$ cat src/hdl/dcnf_pkg.sv
`timescale 1ns / 1ps
// dcnf_pkg: types, character codes and per-byte helper functions of the
// dimacs cnf byte parser; no dependencies, compiled first
package dcnf_pkg;

    localparam int HEADER_CHARS = 511;
    localparam int HDR_CNT_W    = $clog2(HEADER_CHARS + 1);

    localparam int LIT_LIMIT_W    = 16;
    localparam int CLAUSE_LIMIT_W = 20;
    localparam int CFG_DATA_W     = 20;

    localparam logic [LIT_LIMIT_W-1:0]    LIT_LIMIT_RST    = 16'd5000;
    localparam logic [CLAUSE_LIMIT_W-1:0] CLAUSE_LIMIT_RST = 20'd100000;

    // register indexes of the write port
    localparam logic CFG_LITERAL_LIMIT = 1'b0;
    localparam logic CFG_CLAUSE_LIMIT  = 1'b1;

    localparam logic [7:0] CH_NUL   = 8'h00;
    localparam logic [7:0] CH_NL    = 8'h0A;
    localparam logic [7:0] CH_SPACE = 8'h20;
    localparam logic [7:0] CH_PLUS  = 8'h2B;
    localparam logic [7:0] CH_MINUS = 8'h2D;
    localparam logic [7:0] CH_ZERO  = 8'h30;
    localparam logic [7:0] CH_NINE  = 8'h39;
    localparam logic [7:0] CH_C     = 8'h63;
    localparam logic [7:0] CH_F     = 8'h66;
    localparam logic [7:0] CH_N     = 8'h6E;
    localparam logic [7:0] CH_P     = 8'h70;
    localparam logic [7:0] CH_TAB   = 8'h09;
    localparam logic [7:0] CH_CR    = 8'h0D;

    localparam logic [30:0] MAG_MAX     = 31'h7FFF_FFFF;
    localparam logic [31:0] HDR_MAG_MAX = 32'h8000_0000;
    localparam logic [31:0] HDR_POS_MAX = 32'h7FFF_FFFF;

    typedef enum logic [1:0] {
        EV_LITERAL = 2'd0,
        EV_ACCEPT  = 2'd1,
        EV_DISCARD = 2'd2,
        EV_HEADER  = 2'd3
    } t_event;

    typedef enum logic [1:0] {
        LM_NORMAL  = 2'd0,
        LM_COMMENT = 2'd1,
        LM_HEADER  = 2'd2
    } t_line_mode;

    // progress through "p cnf %d %d"
    typedef enum logic [3:0] {
        PH_P       = 4'd0,
        PH_BLANK_C = 4'd1,
        PH_N       = 4'd2,
        PH_F       = 4'd3,
        PH_VSIGN   = 4'd4,
        PH_VDIGIT1 = 4'd5,
        PH_VDIGITS = 4'd6,
        PH_CSIGN   = 4'd7,
        PH_CDIGIT1 = 4'd8,
        PH_CDIGITS = 4'd9,
        PH_DONE    = 4'd10
    } t_hdr_phase;

    typedef struct packed {
        t_hdr_phase  phase;
        logic [32:0] work;      // bit 32 sign, low bits magnitude
        logic [31:0] vars;
        logic [31:0] clauses;
    } t_hdr;

    function automatic logic is_digit(logic [7:0] b);
        return (b >= CH_ZERO) && (b <= CH_NINE);
    endfunction

    function automatic logic is_blank(logic [7:0] b);
        return (b == CH_SPACE) || ((b >= CH_TAB) && (b <= CH_CR));
    endfunction

    // magnitude times ten plus digit, saturating at 2^31-1
    function automatic logic [30:0] acc_add_digit(logic [30:0] a, logic [7:0] b);
        logic [34:0] v;
        v = {1'b0, a, 3'b000} + {3'b000, a, 1'b0} + {31'd0, b[3:0]};
        return (v > {4'd0, MAG_MAX}) ? MAG_MAX : v[30:0];
    endfunction

    // header magnitude times ten plus digit, saturating at 2^31
    function automatic logic [32:0] hdr_add_digit(logic [32:0] w, logic [7:0] b);
        logic [35:0] v;
        v = {1'b0, w[31:0], 3'b000} + {3'b000, w[31:0], 1'b0} + {32'd0, b[3:0]};
        return {w[32], (v > {4'd0, HDR_MAG_MAX}) ? HDR_MAG_MAX : v[31:0]};
    endfunction

    function automatic logic [31:0] hdr_value(logic [32:0] w);
        logic [31:0] res;
        if (w[32]) begin
            res = 32'd0 - w[31:0];
        end else begin
            res = (w[31:0] > HDR_POS_MAX) ? HDR_POS_MAX : w[31:0];
        end
        return res;
    endfunction

    function automatic t_hdr hdr_finish(t_hdr s);
        t_hdr r;
        r = s;
        if (s.phase == PH_VDIGITS) begin
            r.vars = hdr_value(s.work);
        end else if (s.phase == PH_CDIGITS) begin
            r.clauses = hdr_value(s.work);
        end
        r.phase = PH_DONE;
        return r;
    endfunction

    // one header character through the pattern matcher
    function automatic t_hdr hdr_feed(t_hdr s, logic [7:0] b);
        t_hdr       r;
        t_hdr_phase ph;
        r  = s;
        ph = s.phase;
        if (b == CH_NUL) begin
            r = hdr_finish(s);
        end else begin
            // a non-digit closes the variable count before it is matched
            if ((ph == PH_VDIGITS) && !is_digit(b)) begin
                r.vars = hdr_value(r.work);
                r.work = '0;
                ph     = PH_CSIGN;
            end
            case (ph)
                PH_P:       ph = (b == CH_P) ? PH_BLANK_C : PH_DONE;
                PH_BLANK_C: if (!is_blank(b)) ph = (b == CH_C) ? PH_N : PH_DONE;
                PH_N:       ph = (b == CH_N) ? PH_F : PH_DONE;
                PH_F:       ph = (b == CH_F) ? PH_VSIGN : PH_DONE;
                PH_VSIGN, PH_CSIGN: begin
                    if (!is_blank(b)) begin
                        r.work = '0;
                        if ((b == CH_PLUS) || (b == CH_MINUS)) begin
                            r.work[32] = (b == CH_MINUS);
                            ph = (ph == PH_VSIGN) ? PH_VDIGIT1 : PH_CDIGIT1;
                        end else if (is_digit(b)) begin
                            r.work = hdr_add_digit(33'd0, b);
                            ph = (ph == PH_VSIGN) ? PH_VDIGITS : PH_CDIGITS;
                        end else begin
                            ph = PH_DONE;
                        end
                    end
                end
                PH_VDIGIT1, PH_CDIGIT1: begin
                    if (is_digit(b)) begin
                        r.work = hdr_add_digit(r.work, b);
                        ph = (ph == PH_VDIGIT1) ? PH_VDIGITS : PH_CDIGITS;
                    end else begin
                        ph = PH_DONE;
                    end
                end
                PH_VDIGITS: r.work = hdr_add_digit(r.work, b);
                PH_CDIGITS: begin
                    if (is_digit(b)) begin
                        r.work = hdr_add_digit(r.work, b);
                    end else begin
                        r.clauses = hdr_value(r.work);
                        ph = PH_DONE;
                    end
                end
                default: ph = PH_DONE;
            endcase
            r.phase = ph;
        end
        return r;
    endfunction

endpackage

$ cat src/hdl/dcnf_in_if.sv
`timescale 1ns / 1ps
// dcnf_in_if: byte channel into the dimacs cnf byte parser
// valid/ready handshake; no dependencies
interface dcnf_in_if;
    logic       valid;
    logic       ready;
    logic [7:0] data_byte;
    logic       new_file;

    modport source (output valid, output data_byte, output new_file, input ready);
    modport sink   (input valid, input data_byte, input new_file, output ready);
endinterface

$ cat src/hdl/dcnf_out_if.sv
`timescale 1ns / 1ps
// dcnf_out_if: event channel out of the dimacs cnf byte parser
// valid/ready handshake; no dependencies
interface dcnf_out_if;
    logic               valid;
    logic               ready;
    logic [1:0]         event_kind;
    logic signed [31:0] literal_value;
    logic [15:0]        clause_length;
    logic [19:0]        clause_index;
    logic signed [31:0] declared_vars;
    logic signed [31:0] declared_clauses;

    modport source (output valid, output event_kind, output literal_value,
                    output clause_length, output clause_index, output declared_vars,
                    output declared_clauses, input ready);
    modport sink   (input valid, input event_kind, input literal_value,
                    input clause_length, input clause_index, input declared_vars,
                    input declared_clauses, output ready);
endinterface

$ cat src/hdl/dimacs_cnf_byte_parser.sv
`timescale 1ns / 1ps
// dimacs_cnf_byte_parser: top level, byte-wide dimacs cnf tokeniser
// path: an accepted beat goes from the input register through one pass of logic
// into the event register, which shows its event
// throughput: one byte per clock unless o_out stalls the event register; set by the
// single update of the parser state between the input register and the event register
// reset: synchronous, active low; clears parser state, both valids and sets
// literal_limit to 5000 and clause_limit to 100000
// depends on dcnf_pkg, dcnf_in_if, dcnf_out_if
module dimacs_cnf_byte_parser (
    input  logic                              i_clk,
    input  logic                              i_rst_n,
    dcnf_in_if.sink                           i_in,
    dcnf_out_if.source                        o_out,
    input  logic                              i_cfg_we,
    input  logic                              i_cfg_index,
    input  logic [dcnf_pkg::CFG_DATA_W-1:0]   i_cfg_data
);

    // configuration
    logic [dcnf_pkg::LIT_LIMIT_W-1:0]    r_literal_limit;
    logic [dcnf_pkg::CLAUSE_LIMIT_W-1:0] r_clause_limit;

    // input register
    logic       r_in_valid;
    logic [7:0] r_in_byte;
    logic       r_in_new;

    // parser state
    dcnf_pkg::t_line_mode              r_mode,  c_mode,  n_mode;
    logic [30:0]                       r_acc,   c_acc,   n_acc;
    logic                              r_neg,   c_neg,   n_neg;
    logic                              r_pend,  c_pend,  n_pend;
    logic [15:0]                       r_lic,   c_lic,   n_lic;
    logic [19:0]                       r_accepted, c_accepted, n_accepted;
    logic [dcnf_pkg::HDR_CNT_W-1:0]    r_hdr_cnt, c_hdr_cnt, n_hdr_cnt;
    dcnf_pkg::t_hdr                    r_hdr,   c_hdr,   n_hdr;

    // event register
    logic                r_out_valid;
    dcnf_pkg::t_event    r_out_kind;
    logic signed [31:0]  r_out_lit;
    logic [15:0]         r_out_len;
    logic [19:0]         r_out_idx;
    logic signed [31:0]  r_out_vars;
    logic signed [31:0]  r_out_clauses;

    // next event
    logic                n_emit;
    dcnf_pkg::t_event    n_kind;
    logic [31:0]         n_lit;
    logic [15:0]         n_len;
    logic [19:0]         n_idx;

    logic advance;

    // the held byte moves on when the event register is free or being emptied
    assign advance    = r_in_valid && (!r_out_valid || o_out.ready);
    assign i_in.ready = !r_in_valid || advance;

    // configuration writes
    always_ff @(posedge i_clk) begin
        if (!i_rst_n) begin
            r_literal_limit <= dcnf_pkg::LIT_LIMIT_RST;
            r_clause_limit  <= dcnf_pkg::CLAUSE_LIMIT_RST;
        end else if (i_cfg_we) begin
            unique case (i_cfg_index)
                dcnf_pkg::CFG_LITERAL_LIMIT: begin
                    r_literal_limit <= i_cfg_data[dcnf_pkg::LIT_LIMIT_W-1:0];
                end
                dcnf_pkg::CFG_CLAUSE_LIMIT: begin
                    r_clause_limit <= i_cfg_data[dcnf_pkg::CLAUSE_LIMIT_W-1:0];
                end
                default: ;
            endcase
        end
    end

    // input register
    always_ff @(posedge i_clk) begin
        if (!i_rst_n) begin
            r_in_valid <= 1'b0;
        end else if (i_in.ready) begin
            r_in_valid <= i_in.valid;
        end
    end

    always_ff @(posedge i_clk) begin
        if (i_in.valid && i_in.ready) begin
            r_in_byte <= i_in.data_byte;
            r_in_new  <= i_in.new_file;
        end
    end

    // per-byte parser update
    always_comb begin
        // new_file wipes the parser state before the byte is looked at
        if (r_in_new) begin
            c_mode     = dcnf_pkg::LM_NORMAL;
            c_acc      = '0;
            c_neg      = 1'b0;
            c_pend     = 1'b0;
            c_lic      = '0;
            c_accepted = '0;
            c_hdr_cnt  = '0;
            c_hdr      = '{phase: dcnf_pkg::PH_P, work: '0, vars: '0, clauses: '0};
        end else begin
            c_mode     = r_mode;
            c_acc      = r_acc;
            c_neg      = r_neg;
            c_pend     = r_pend;
            c_lic      = r_lic;
            c_accepted = r_accepted;
            c_hdr_cnt  = r_hdr_cnt;
            c_hdr      = r_hdr;
        end

        n_mode     = c_mode;
        n_acc      = c_acc;
        n_neg      = c_neg;
        n_pend     = c_pend;
        n_lic      = c_lic;
        n_accepted = c_accepted;
        n_hdr_cnt  = c_hdr_cnt;
        n_hdr      = c_hdr;

        n_emit = 1'b0;
        n_kind = dcnf_pkg::EV_LITERAL;
        n_lit  = '0;
        n_len  = '0;
        n_idx  = c_accepted;

        unique case (c_mode)
            dcnf_pkg::LM_COMMENT: begin
                // comment runs through its newline, pending number untouched
                if (r_in_byte == dcnf_pkg::CH_NL) begin
                    n_mode = dcnf_pkg::LM_NORMAL;
                end
            end
            dcnf_pkg::LM_HEADER: begin
                // a full capture buffer swallows the next byte as line end
                if ((r_in_byte == dcnf_pkg::CH_NL) ||
                    (c_hdr_cnt >= dcnf_pkg::HDR_CNT_W'(dcnf_pkg::HEADER_CHARS))) begin
                    n_hdr  = dcnf_pkg::hdr_finish(c_hdr);
                    n_mode = dcnf_pkg::LM_NORMAL;
                    n_emit = 1'b1;
                    n_kind = dcnf_pkg::EV_HEADER;
                end else begin
                    n_hdr     = dcnf_pkg::hdr_feed(c_hdr, r_in_byte);
                    n_hdr_cnt = c_hdr_cnt + dcnf_pkg::HDR_CNT_W'(1);
                end
            end
            default: begin
                // normal token mode, also the unused mode code
                if (r_in_byte == dcnf_pkg::CH_C) begin
                    n_mode = dcnf_pkg::LM_COMMENT;
                end else if (r_in_byte == dcnf_pkg::CH_P) begin
                    // the 'p' itself is the first matched header character
                    n_mode       = dcnf_pkg::LM_HEADER;
                    n_hdr.phase  = dcnf_pkg::PH_BLANK_C;
                    n_hdr.work   = '0;
                    n_hdr_cnt    = dcnf_pkg::HDR_CNT_W'(1);
                end else if (r_in_byte == dcnf_pkg::CH_MINUS) begin
                    n_neg  = 1'b1;
                    n_pend = 1'b1;
                end else if (dcnf_pkg::is_digit(r_in_byte)) begin
                    n_acc  = dcnf_pkg::acc_add_digit(c_acc, r_in_byte);
                    n_pend = 1'b1;
                end else if (c_pend) begin
                    if (c_acc == '0) begin
                        // zero closes the clause; empty clauses are silent
                        if (c_lic != '0) begin
                            n_emit = 1'b1;
                            n_len  = c_lic;
                            if (c_accepted < r_clause_limit) begin
                                n_kind     = dcnf_pkg::EV_ACCEPT;
                                n_accepted = c_accepted + 20'd1;
                            end else begin
                                n_kind = dcnf_pkg::EV_DISCARD;
                            end
                        end
                        n_lic = '0;
                    end else if (c_lic < r_literal_limit) begin
                        n_emit = 1'b1;
                        n_kind = dcnf_pkg::EV_LITERAL;
                        n_lit  = c_neg ? (32'd0 - {1'b0, c_acc}) : {1'b0, c_acc};
                        n_lic  = c_lic + 16'd1;
                    end
                    n_acc  = '0;
                    n_neg  = 1'b0;
                    n_pend = 1'b0;
                end
            end
        endcase
    end

    // parser state register
    always_ff @(posedge i_clk) begin
        if (!i_rst_n) begin
            r_mode     <= dcnf_pkg::LM_NORMAL;
            r_acc      <= '0;
            r_neg      <= 1'b0;
            r_pend     <= 1'b0;
            r_lic      <= '0;
            r_accepted <= '0;
            r_hdr_cnt  <= '0;
            r_hdr      <= '{phase: dcnf_pkg::PH_P, work: '0, vars: '0, clauses: '0};
        end else if (advance) begin
            r_mode     <= n_mode;
            r_acc      <= n_acc;
            r_neg      <= n_neg;
            r_pend     <= n_pend;
            r_lic      <= n_lic;
            r_accepted <= n_accepted;
            r_hdr_cnt  <= n_hdr_cnt;
            r_hdr      <= n_hdr;
        end
    end

    // event register: refilled as the held byte moves on, emptied when taken
    always_ff @(posedge i_clk) begin
        if (!i_rst_n) begin
            r_out_valid <= 1'b0;
        end else if (advance) begin
            r_out_valid <= n_emit;
        end else if (o_out.ready) begin
            r_out_valid <= 1'b0;
        end
    end

    always_ff @(posedge i_clk) begin
        if (advance && n_emit) begin
            r_out_kind    <= n_kind;
            r_out_lit     <= n_lit;
            r_out_len     <= n_len;
            r_out_idx     <= n_idx;
            r_out_vars    <= n_hdr.vars;
            r_out_clauses <= n_hdr.clauses;
        end
    end

    assign o_out.valid            = r_out_valid;
    assign o_out.event_kind       = r_out_kind;
    assign o_out.literal_value    = r_out_lit;
    assign o_out.clause_length    = r_out_len;
    assign o_out.clause_index     = r_out_idx;
    assign o_out.declared_vars    = r_out_vars;
    assign o_out.declared_clauses = r_out_clauses;

    // a clause event always carries at least one kept literal
    a_clause_len : assert property (@(posedge i_clk) disable iff (!i_rst_n)
        r_out_valid && (r_out_kind == dcnf_pkg::EV_ACCEPT ||
                        r_out_kind == dcnf_pkg::EV_DISCARD) |-> r_out_len != '0)
        else $error("clause event with no literals");

    // a kept literal is never zero
    a_lit_nonzero : assert property (@(posedge i_clk) disable iff (!i_rst_n)
        r_out_valid && (r_out_kind == dcnf_pkg::EV_LITERAL) |-> r_out_lit != '0)
        else $error("literal event with zero value");

    // header capture count stays within the line buffer length
    a_hdr_cnt : assert property (@(posedge i_clk) disable iff (!i_rst_n)
        r_hdr_cnt <= dcnf_pkg::HDR_CNT_W'(dcnf_pkg::HEADER_CHARS))
        else $error("header character count overrun");

    // an event produced by a moving byte is presented on the next cycle
    a_event_shown : assert property (@(posedge i_clk) disable iff (!i_rst_n)
        advance && n_emit |=> r_out_valid)
        else $error("event lost");

endmodule

$ cat src/flat_wrapper.sv
// flat-port wrapper written by rule: the top's interface ports become plain ports
module dimacs_cnf_byte_parser_flat 
  (i_clk, i_rst_n, i_cfg_we, i_cfg_index, i_cfg_data, i_in_valid, i_in_data_byte, i_in_new_file, i_in_ready, o_out_valid, o_out_event_kind, o_out_literal_value, o_out_clause_length, o_out_clause_index, o_out_declared_vars, o_out_declared_clauses, o_out_ready);
  dcnf_in_if i_in_i ();
  dcnf_out_if o_out_i ();
  input  logic i_clk;
  input  logic i_rst_n;
  input  logic i_cfg_we;
  input  logic i_cfg_index;
  input  logic [dcnf_pkg::CFG_DATA_W-1:0] i_cfg_data;
  input wire logic [$bits(i_in_i.valid)-1:0] i_in_valid;
  input wire logic [$bits(i_in_i.data_byte)-1:0] i_in_data_byte;
  input wire logic [$bits(i_in_i.new_file)-1:0] i_in_new_file;
  output wire logic [$bits(i_in_i.ready)-1:0] i_in_ready;
  output wire logic [$bits(o_out_i.valid)-1:0] o_out_valid;
  output wire logic [$bits(o_out_i.event_kind)-1:0] o_out_event_kind;
  output wire logic [$bits(o_out_i.literal_value)-1:0] o_out_literal_value;
  output wire logic [$bits(o_out_i.clause_length)-1:0] o_out_clause_length;
  output wire logic [$bits(o_out_i.clause_index)-1:0] o_out_clause_index;
  output wire logic [$bits(o_out_i.declared_vars)-1:0] o_out_declared_vars;
  output wire logic [$bits(o_out_i.declared_clauses)-1:0] o_out_declared_clauses;
  input wire logic [$bits(o_out_i.ready)-1:0] o_out_ready;
  assign i_in_i.valid = i_in_valid;
  assign i_in_i.data_byte = i_in_data_byte;
  assign i_in_i.new_file = i_in_new_file;
  assign i_in_ready = i_in_i.ready;
  assign o_out_valid = o_out_i.valid;
  assign o_out_event_kind = o_out_i.event_kind;
  assign o_out_literal_value = o_out_i.literal_value;
  assign o_out_clause_length = o_out_i.clause_length;
  assign o_out_clause_index = o_out_i.clause_index;
  assign o_out_declared_vars = o_out_i.declared_vars;
  assign o_out_declared_clauses = o_out_i.declared_clauses;
  assign o_out_i.ready = o_out_ready;
  dimacs_cnf_byte_parser u_core (.i_clk(i_clk), .i_rst_n(i_rst_n), .i_in(i_in_i), .o_out(o_out_i), .i_cfg_we(i_cfg_we), .i_cfg_index(i_cfg_index), .i_cfg_data(i_cfg_data));
endmodule
$ cat config.mk
export PLATFORM = sky130hd
export DESIGN_NAME = dimacs_cnf_byte_parser_flat
export DESIGN_NICKNAME = d
export VERILOG_FILES = /design/src/hdl/dcnf_pkg.sv /design/src/hdl/dcnf_in_if.sv /design/src/hdl/dcnf_out_if.sv /design/src/hdl/dimacs_cnf_byte_parser.sv /design/src/flat_wrapper.sv
export SDC_FILE = /design/constraint.sdc
export NUM_CORES = 1
export LEC_CHECK = 0
export BUFFER_PORTS_ARGS = -buffer_cell sky130_fd_sc_hd__clkbuf_2
export CORE_MARGIN = 1.5
export CORE_UTILIZATION = 45
export DETAILED_ROUTE_END_ITERATION = 12
export MAX_ROUTING_LAYER = met4
export PLACE_DENSITY = 0.58
export SYNTH_ARGS = -nofsm -noshare
export SYNTH_HDL_FRONTEND = slang
export SYNTH_SLANG_ARGS = --single-unit
$ cat constraint.sdc
create_clock -name i_clk -period 13.28 [get_ports i_clk]
set_input_delay 0.664 -clock i_clk [delete_from_list [all_inputs] [get_ports i_clk]]
set_output_delay 0.664 -clock i_clk [all_outputs]
set_load 0.02 [all_outputs]
==> Word-level counts from Yosys, hierarchy flattened <==
Index checks and enable logic that the tools add are counted.
{ "word_totals": {"register_bits": 362, "latchBits": 0, "ram_bits": 0, "mem_bits_ro": 0, "output_inout_bits": 136, "wordCells": 221, "memories": 0} }
{ "op_classes": {"n_addsub": 10, "multipliers": 0, "div": 0, "order_cmp": 12, "n_eq_ne": 21, "shifts": 0, "n_mux": 120, "n_bitwise": 6, "reduce_logical": 28} }
{ "ops": {"columns": ["cell", "count"], "rows": [
  ["$mux W32", 14],
  ["$mux W101", 3],
  ["$mux W31", 9],
  ["$mux W65", 4],
  ["$mux W20", 10],
  ["$mux W16", 9],
  ["$pmux W33 S3", 1],
  ["$mux W37", 2],
  ["$pmux W37 S2", 1],
  ["$mux W4", 17],
  ["$gt A32 B31 Y1 const B", 2],
  ["$mux W64", 1],
  ["$sub A1 B32 Y32 const A", 2],
  ["$add A35 B33 Y36", 1],
  ["$add A36 B4 Y36", 1],
  ["$gt A36 B32 Y1 const B", 1],
  ["$mux W9", 4],
  ["$add A34 B32 Y35", 1],
  ["$add A35 B4 Y35", 1],
  ["$gt A35 B31 Y1 const B", 1],
  ["$mux W33", 1],
  ["$eq A8 B7 Y1 const B", 4],
  ["$gt A4 B32 Y1 const B", 1],
  ["$pmux W4 S8", 1],
  ["38 further kinds", 105]
]} }

==> Depth between registers and ports, before layout <==
Gate-level depths: netlist of run 1.
{ "logic_depth": {"word_depth": 17, "depth_mapped": 24, "ltp_nobuf": 19} }

==> Worst setup path before layout of run 1 <==
No wires, ideal clock.
{ "synth_timing": {"path_type": "reg-to-reg", "startpoint": "reg u_core.r_in_new", "endpoint": "reg u_core.r_out_idx[0], in the netlist u_core.o_out.clause_index[0] (enable)", "setup_ps": 676, "t_arrival_ps": 10754, "slack_ps": 1850, "path_stages_with_launch": 18, "n_path_buf": 9, "path_cell_list": "edfxtp_1 > buf_2 > buf_2 > buf_1 > buf_2 > buf_1 > clkbuf_1 > clkbuf_1 > buf_1 > clkbuf_1 > nor2b_1 > ha_1 > nand4_1 > nor2_1 > a211oi_1 > and2_1 > a21oi_1 > o22ai_1"} }
{ "synth_between": {"elab_chain_cells": 11, "elab_cells_between_ends": 23} }
{ "synth_rtl": {"columns": ["element", "line_no", "text"], "rows": [
  ["start: declaration", "dimacs_cnf_byte_parser.sv:27", "logic r_in_new;"],
  ["start signal: assignment", "dimacs_cnf_byte_parser.sv:91", "r_in_new <= i_in.new_file;"],
  ["$mux W16 (*)", "dimacs_cnf_byte_parser.sv:98", "if (r_in_new) begin"],
  ["net u_core.c_lic[15]", "dimacs_cnf_byte_parser.sv:34", "logic [15:0] r_lic, c_lic, n_lic;"],
  ["$lt A16 B16 Y1 / $reduce_bool A16 Y1 (equally long branches)", "dimacs_cnf_byte_parser.sv:183, dimacs_cnf_byte_parser.sv:172", null],
  ["$mux W1 (on tied branches)", "dimacs_cnf_byte_parser.sv:183, dimacs_cnf_byte_parser.sv:172", null],
  ["$mux W1 (*)", "dimacs_cnf_byte_parser.sv:170", "if (c_acc == '0) begin"],
  ["$mux W1 (*)", "dimacs_cnf_byte_parser.sv:169", "end else if (c_pend) begin"],
  ["$mux W1 (*)", "dimacs_cnf_byte_parser.sv:166", "end else if (dcnf_pkg::is_digit(r_in_byte)) begin"],
  ["$mux W1 (*)", "dimacs_cnf_byte_parser.sv:163", "end else if (r_in_byte == dcnf_pkg::CH_MINUS) begin"],
  ["$mux W1 (*)", "dimacs_cnf_byte_parser.sv:157", "end else if (r_in_byte == dcnf_pkg::CH_P) begin"],
  ["$mux W1 (*)", "dimacs_cnf_byte_parser.sv:155", "if (r_in_byte == dcnf_pkg::CH_C) begin"],
  ["$pmux W1 S2 (*)", "dimacs_cnf_byte_parser.sv:133", "unique case (c_mode)"],
  ["$logic_and A1 B1 Y1 (*)", "dimacs_cnf_byte_parser.sv:232", "if (advance && n_emit) begin"],
  ["end signal: assignment", "dimacs_cnf_byte_parser.sv:236", "r_out_idx <= n_idx;"],
  ["end: declaration", "dimacs_cnf_byte_parser.sv:44", "logic [19:0] r_out_idx;"]
]} }
Mark *: on every way through the listed nets, which the timed path passes. The rest lies on a longest branch.
A chain may end at the register's enable or synchronous reset.

==> Worst setup path after layout of run 1 <==
{ "layout_timing": {"startpoint": "reg u_core.r_in_new", "endpoint": "reg u_core.r_hdr[85] (netlist name)"} }
{ "layout_between": {"elab_chain_cells": 16, "elab_cells_between_ends": 37} }
{ "layout_rtl": {"columns": ["element", "line_no", "text"], "rows": [
  ["$mux W101", "dimacs_cnf_byte_parser.sv:98", null],
  ["$eq A4 B3 Y1", "dcnf_pkg.sv:127", "if ((ph == PH_VDIGITS) && !is_digit(b)) begin"],
  ["$logic_and A1 B1 Y1", "dcnf_pkg.sv:127", null],
  ["$mux W65", "dcnf_pkg.sv:127", null],
  ["$mux W65", "dcnf_pkg.sv:123", "if (b == CH_NUL) begin"],
  ["$mux W65", "dimacs_cnf_byte_parser.sv:142", "if ((r_in_byte == dcnf_pkg::CH_NL) ||"],
  ["$mux W65", "dimacs_cnf_byte_parser.sv:133", null],
  ["$add A35 B33 Y36", "dcnf_pkg.sv:91", "v = {1'b0, w[31:0], 3'b000} + {3'b000, w[31:0], 1'b0} + {32'd0, b[3:0]};"],
  ["$add A36 B4 Y36", "dcnf_pkg.sv:91", null],
  ["$gt A36 B32 Y1", "dcnf_pkg.sv:92", "return {w[32], (v > {4'd0, HDR_MAG_MAX}) ? HDR_MAG_MAX : v[31:0]};"],
  ["$mux W32", "dcnf_pkg.sv:92", null],
  ["$mux W32", "dcnf_pkg.sv:152, dcnf_pkg.sv:161", null],
  ["$pmux W33 S3", "dcnf_pkg.sv:132", "case (ph)"],
  ["$mux W101", "dcnf_pkg.sv:123", null],
  ["$mux W101", "dimacs_cnf_byte_parser.sv:142", null],
  ["$pmux W37 S2 (*)", "dimacs_cnf_byte_parser.sv:133", null],
  ["end signal: assignment", "dimacs_cnf_byte_parser.sv:207", "r_hdr <= '{phase: dcnf_pkg::PH_P, work: '0, vars: '0, clauses: '0};"],
  ["end signal: assignment", "dimacs_cnf_byte_parser.sv:216", "r_hdr <= n_hdr;"],
  ["end: declaration", "dimacs_cnf_byte_parser.sv:37", "dcnf_pkg::t_hdr r_hdr, c_hdr, n_hdr;"]
]} }
Every way passes the cells marked *; elsewhere a longest branch is shown, timed or not. The select of a mux whose other input is x is not followed.

==> metrics.txt, run 1 <==
Worst Setup End Kind=register; worst stage delay on the critical path=990 ps; # rows=87; FFs w/ async S/R, synth=0%; fill cell count=5611; Final Slew Violations=0; Leakage=11.4 nW; Total Wirelength=98200 um; initial antenna violation count=1; Routed WL per cell=24.0 um; Unique masters post-synth=92; Setup Skew=29.6 ps; register area share after synthesis=33.8%; relative slew slack=18.4%; Critical Path RT=13760 ps; postcts setup bufs=0; ant diodes=0; IO Pins=171; vias in the first global route=24000; # setup viols final=0; Final Hold Viols=0; Fin Setup TNS=0 ps; EDFF count, synth=143; Mean Syn Cell Area=7.88 um^2; Die Area=0.0585 mm^2; Top FF cell, synth=dfxtp_1; Die Ht=242 um; path type of the worst min-delay path=in2reg; DR vias/cell=6.29; Worst Path Arrival=7920 ps; largest net degree at the start of global routing=129; CP Launch Type=register; Worst-Margin Slew=1220 ps; Syn Inst Count=3261; crit share post-route=56.1%; H-tree Lvls=2; post-synth top area share=17.1%; count of nets after finishing=3506; Peak supply drop=0.0883 mV; status=complete, no violations; min Tclk post-route=7450 ps; # clock sinks=362; maximum clock frequency=134 MHz; Num CTS Buffers=43; Max Buffers Root-to-Sink=3; cell family with most CP delay=compound AO/OA/AOI/OAI gates; gpl congestion=1.00; Die X=242 um; total power=2.63 mW; grt total ovfl=0; largest cells by area after synthesis=dfxtp_1 17%, edfxtp_1 17%, ha_1 8.2%; Synth-to-Final Area Change=10.8%; first-pass GRT wire length=148000 um; placed wire-length estimate=71600 um; syn_nets=3467; RSZ-0062 raised after global routing=false; layout cells sized above 1=9.93%; synthesized flop and latch total=362; via count=25700; Synth Cell Area=0.0257 mm^2; drt initial violations=2721; worst path buffer plus inverter count=3; Max-Cap Viols=0; core footprint=0.0564 mm^2; P per Cell Area=92.2 mW/mm^2; Clk Tree Root Cell=clkbuf_16; post-synth top area cell=dfxtp_1; Clock Latency Late Sink=610 ps; Max stage delay cell, worst path=a211oi_4; hold_buf cts=0; Post-CTS Resized=0; Setup CP Type=reg2reg; crit-path cells=buf_12 > nor2b_1 > nand3_1 > nor2_1 > buf_4 > nor2_1 > ha_1 > ha_1 > inv_1 > fa_1 > nand2b_1 > a211oi_2 > o21ai_0 > a2111oi_0 > o2111ai_1 > a2111oi_0 > and4_1 > nand4_1 > a211oi_4 > nand4bb_1 > a2111oi_0; GRT Total Usage=33.3%; Initial Util=45.6%; Clk pin slew, worst setup/hold paths=60 ps; Syn. warnings=0; CTS tree=done; First-pass DRT Iterations=6; post-route ant nets=0; crit-path max FO=128; CP most frequent cell=a2111oi_0; Port-buffer cells=170; Residual DRC=0
## final timing paths
kind | from | slack [ps] | cells after the start | to
setup reg to reg | u_core.r_in_new | 5830 | 21 | u_core.r_hdr[85]
hold reg to reg | u_core.r_hdr[21] | 460 | 2 | u_core.r_hdr[21]
setup / recovery | u_core.r_in_new | 5830 | 21 | u_core.r_hdr[85]
hold / removal | i_in_data_byte[0] | 240 | 1 | u_core.r_in_byte[0]
## synthesized netlist by cell type (13+ instances only)
cell      number
a22o_1        13
o211ai_1      37
nor4_1        32
nand2_1      419
and2_1        26
nor3_1        94
o22ai_1       22
xor2_1        75
nor3b_1       16
o21ai_0      187
a221oi_1      18
nand2b_1      17
nand3_1       98
clkbuf_1     188
ha_1         168
o31ai_1       23
mux2i_1       19
nand4_1       41
a21oi_1      292
edfxtp_1     143
a21o_1        53
dfxtp_1      219
nor2b_1       85
o21a_1        22
a22oi_1       20
nor2_1       369
a31oi_1       44
inv_1         96
buf_1         26
a211oi_1      46
xnor2_1       69
and3_1        36
o221ai_1      17
## power breakdown
part | internal, mW | switching (mW) | leakage (nW)
Sequential | 1.16 | 0.0160 | 2.99
Clock | 0.690 | 0.520 | 0.697
Combinational | 0.0643 | 0.171 | 7.76
Total | 1.92 | 0.707 | 11.4
## metrics by stage
step	util [%]	hold WS [ps]	setup WS, ps	instance area (um^2)	cells
after floorplan	-	427	1850	25700	3261
after global placement	48.0	434	6280	27100	4011
after detailed placement	48.0	441	6100	27100	4011
after CTS	50.5	218	6070	28500	4091
after global routing	50.5	228	5320	28500	4091
final	50.5	241	5830	28500	4091
## registers in the layout, indices dropped and copies added (netlist names), 16 cells and up
| signal | count |
|---|---|
| u_core.r_acc | 31 |
| u_core.r_literal_limit | 16 |
| u_core.o_out.clause_index | 20 |
| u_core.o_out.declared_vars | 32 |
| u_core.r_accepted | 20 |
| u_core.r_clause_limit | 20 |
| u_core.o_out.declared_clauses | 32 |
| u_core.r_hdr | 101 |
| u_core.o_out.literal_value | 32 |
| u_core.o_out.clause_length | 16 |
| u_core.r_lic | 16 |
## placed cells by master (no fill, tap or decap), drive strengths merged, types with 36 or more instances in the layout
master  synthesis  final
nand2         421    421
nor2          369    369
a21oi         295    295
clkbuf        188    221
dfxtp         219    219
o21ai         199    199
ha            168    168
edfxtp        143    143
inv            97    102
nand3          99     99
nor3           94     94
nor2b          85     85
xor2           75     75
xnor2          69     69
a21o           53     53
a211oi         48     48
buf            33     45
a31oi          44     44
nand4          41     41
o211ai         37     37
and3           36     36
## routing by layer
| metal | GRT usage (%) | up-vias | wire length (um) |
|---|---|---|---|
| met4 | 10.8 | 0 | 3080 |
| met5 | - | - | 0 |
| li1 | - | 11900 | - |
| met2 | 48.6 | 1169 | 42300 |
| met1 | 45.9 | 12400 | 44400 |
| met3 | 6.84 | 203 | 8390 |
## final cells by class
type | count | area, um^2 | area share (%)
tap | 756 | 946 | 3.32
multi-input combinational | 2577 | 15800 | 55.6
clock inverter | 29 | 280 | 0.985
sequential | 362 | 8680 | 30.5
timing repair buffer | 215 | 1210 | 4.26
inverter | 101 | 384 | 1.35
clock buffer | 51 | 1130 | 3.96
## cells by family (layout without fill, tap and decap cells)
kind of cell | count (synthesis) | in the layout | share of synthesized area, %
compound gates | 949 | 949 | 23.9
simple gates | 1294 | 1294 | 23.4
buf+inv | 322 | 396 | 4.76
mux | 19 | 19 | 0.740
xor+xnor | 144 | 144 | 4.91
flops | 362 | 362 | 33.8
fa+ha+maj | 171 | 171 | 8.42
(Power assumes the default switching activity.)
==> run 2: changes to the inputs <==
Clock period 13.28 ns to 7.63 ns, I/O delays scaled along.
==> run 2 against run 1 <==
First-iteration DRC count down 5.8%. Critical path depth down 1. Register-to-register slack got worse by 4900 ps. Cell count up 0.73%. Global-route usage rose by 0.32 points. Combinational power is 79% higher. Total power up 76%. Setup slack worse by 4900 ps. Count of clock-buffer cells in the layout increased by 4. Clock power increased by 78%. Critical path type unchanged. Critical endpoint unchanged. Largest power group unchanged. Highest routed layer unchanged.
==> metrics.txt, run 2 (synthesis gave the netlist of run 1 again) <==
status=complete, no violations; initial antenna violation count=0; min Tclk post-route=6680 ps; Clk pin slew, worst setup/hold paths=60 ps; H-tree Lvls=2; Final Util=51.0%; relative slew slack=19.5%; Initial Util=45.6%; # setup viols final=0; Die Ht=242 um; Max-Cap Viols=0; Post-Layout Inst Area=0.0288 mm^2; gpl congestion=0.969; first-pass GRT wire length=149000 um; Worst-Margin Slew=1200 ps; CTS tree=done; grt total ovfl=0; max FFs per register=101; Clock power frac=46.5%; largest net degree at the start of global routing=112; Hold EP=u_core.r_clause_limit[17]; Peak supply drop=0.177 mV; core footprint=0.0564 mm^2; Residual DRC=0; Finished Layout Cells=4121; r2r endpoint=u_core.r_hdr[85]; cell internal pwr=3.40 mW; Total Wirelength=99100 um; reg2reg path depth=20; GRT Total Usage=33.6%; crit-path max FO=15; First-pass DRT Iterations=7; layout cells sized above 1=10.4%; Port-buffer cells=170; Clock Latency Late Sink=590 ps; RSZ-0062 raised after global routing=false; Sw Ratio=26.4%; maximum clock frequency=150 MHz; commonest non-fill, non-tap cells in the layout=419 x nand2_1, 366 x nor2_1, 292 x a21oi_1; Num CTS Buffers=43; Setup Skew=19.2 ps; # clock sinks=362; Final Slew Violations=0; Placed Area=0.0272 mm^2; post-route ant nets=0; largest reg by FF count=u_core.r_hdr; Hold Startpoint=i_cfg_data[17]; # rows=87; Critical Path RT=8090 ps; crit share post-route=87.6%; most common cell after layout, fill and taps aside=nand2_1; Worst Path Arrival=7140 ps; postcts setup bufs=0; Clk Tree Root Cell=clkbuf_16; CP Launch Type=register; Fin Setup TNS=0 ps; Setup CP Type=reg2reg; P per Cell Area=161 mW/mm^2; placed cells=4030; Post-Place Worst Slack=1040 ps; Leakage=11.6 nW; vias in the first global route=24300; Post-CTS Resized=0; Max Buffers Root-to-Sink=3; Worst Setup End Kind=register; IO Pins=171; combinational power share=9.1%; Die Area=0.0585 mm^2; Die X=242 um; via count=25800; DR vias/cell=6.27; Final Hold Viols=0; path type of the worst min-delay path=in2reg; Routed WL per cell=24.0 um; Synth-to-Final Area Change=12.0%; Sw Pwr=1.22 mW; count of nets after finishing=3537; placed wire-length estimate=74200 um; RR Startpoint=u_core.r_hdr[98]; setup ws final=947 ps; flop2flop setup slack=950 ps; Seq pwr share=44.4%; drt initial violations=2564; ant diodes=0; Hold Path Depth=3
run 2: changes by cell type in the layout (fill, tap and decap cells not counted), sizes merged:
cell         previous run  this run
dlygate4sd3             0        12
bufinv                  4         5
inv                   102       103
clkinv                 22        15
buf                    45        64
clkbuf                221       225
run 2: how the worst max path moves through the flow:
| stage | from | endpoint | slack, ps | depth (start not counted) |
|---|---|---|---|---|
| floorplan | u_core.r_in_new | u_core.o_out.clause_index[0] | 740 | 17 |
| global placement | u_core.r_in_new | u_core.r_hdr[85] | 1380 | 20 |
| detailed placement | u_core.r_in_new | u_core.r_hdr[85] | 1040 | 20 |
| CTS | u_core.r_in_new | u_core.r_hdr[85] | 970 | 20 |
| global route | u_core.r_hdr[98] | u_core.r_hdr[85] | 390 | 20 |
| finish | u_core.r_hdr[98] | u_core.r_hdr[85] | 950 | 20 |
run 2: per-layer routing:
layer / global-route usage (%) / wire [um] / vias up
met2: 51.4 / 44300 / 1230
li1: - / - / 12000
met3: 5.30 / 7880 / 220
met4: 13.1 / 3890 / 0
met1: 44.6 / 43000 / 12400
met5: - / 0 / -
run 2: timing repair:
action | in CTS | in global routing
endpoints found under the setup margin | 0 | 0
endpoints found under the hold margin | 12 | 0
hold buffers | 12 | 0
run 2: area by class of cell:
cell class | instances | area [um^2]
fillers | 5513 | 27600
multi-input cells | 2577 | 15800
flip-flops and latches | 362 | 8680
repair buffers | 246 | 1490
clock buffers | 55 | 1170
well taps | 756 | 946
inverters | 101 | 384
clock inverters | 24 | 272
run 2: worst max-delay path, stage by stage (launching register included):
cell	delay [ps]
dfxtp_1	620
nor2b_1	280
nand3_1	320
nor2_1	650
nor2_1	270
ha_1	360
ha_1	210
inv_1	70
fa_1	400
nand2b_1	190
a211oi_2	360
o21ai_0	220
a2111oi_0	400
o2111ai_1	210
a2111oi_0	510
and4_1	260
nand4_1	150
a211oi_2	330
buf_4	250
nand4bb_1	120
a2111oi_0	350
run 2: power by group through the flow:
| stage | registers (mW) | logic, mW | clock network, mW |
|---|---|---|---|
| floorplan | 2.08 | 0.272 | 0 |
| global placement | 2.09 | 0.403 | 0 |
| detailed placement | 2.09 | 0.407 | 0 |
| CTS | 2.05 | 0.413 | 2.18 |
| global route | 2.06 | 0.451 | 2.25 |
| finish | 2.05 | 0.422 | 2.15 |
run 2: metrics by stage:
stage | hold slack (ps) | power (mW)
2_1_floorplan | 427 | 2.35
3_3_place_gp | 434 | 2.50
3_5_place_dp | 442 | 2.50
4_1_cts | 0.269 | 4.65
5_1_grt | 38.7 | 4.76
6_report | 30.1 | 4.62
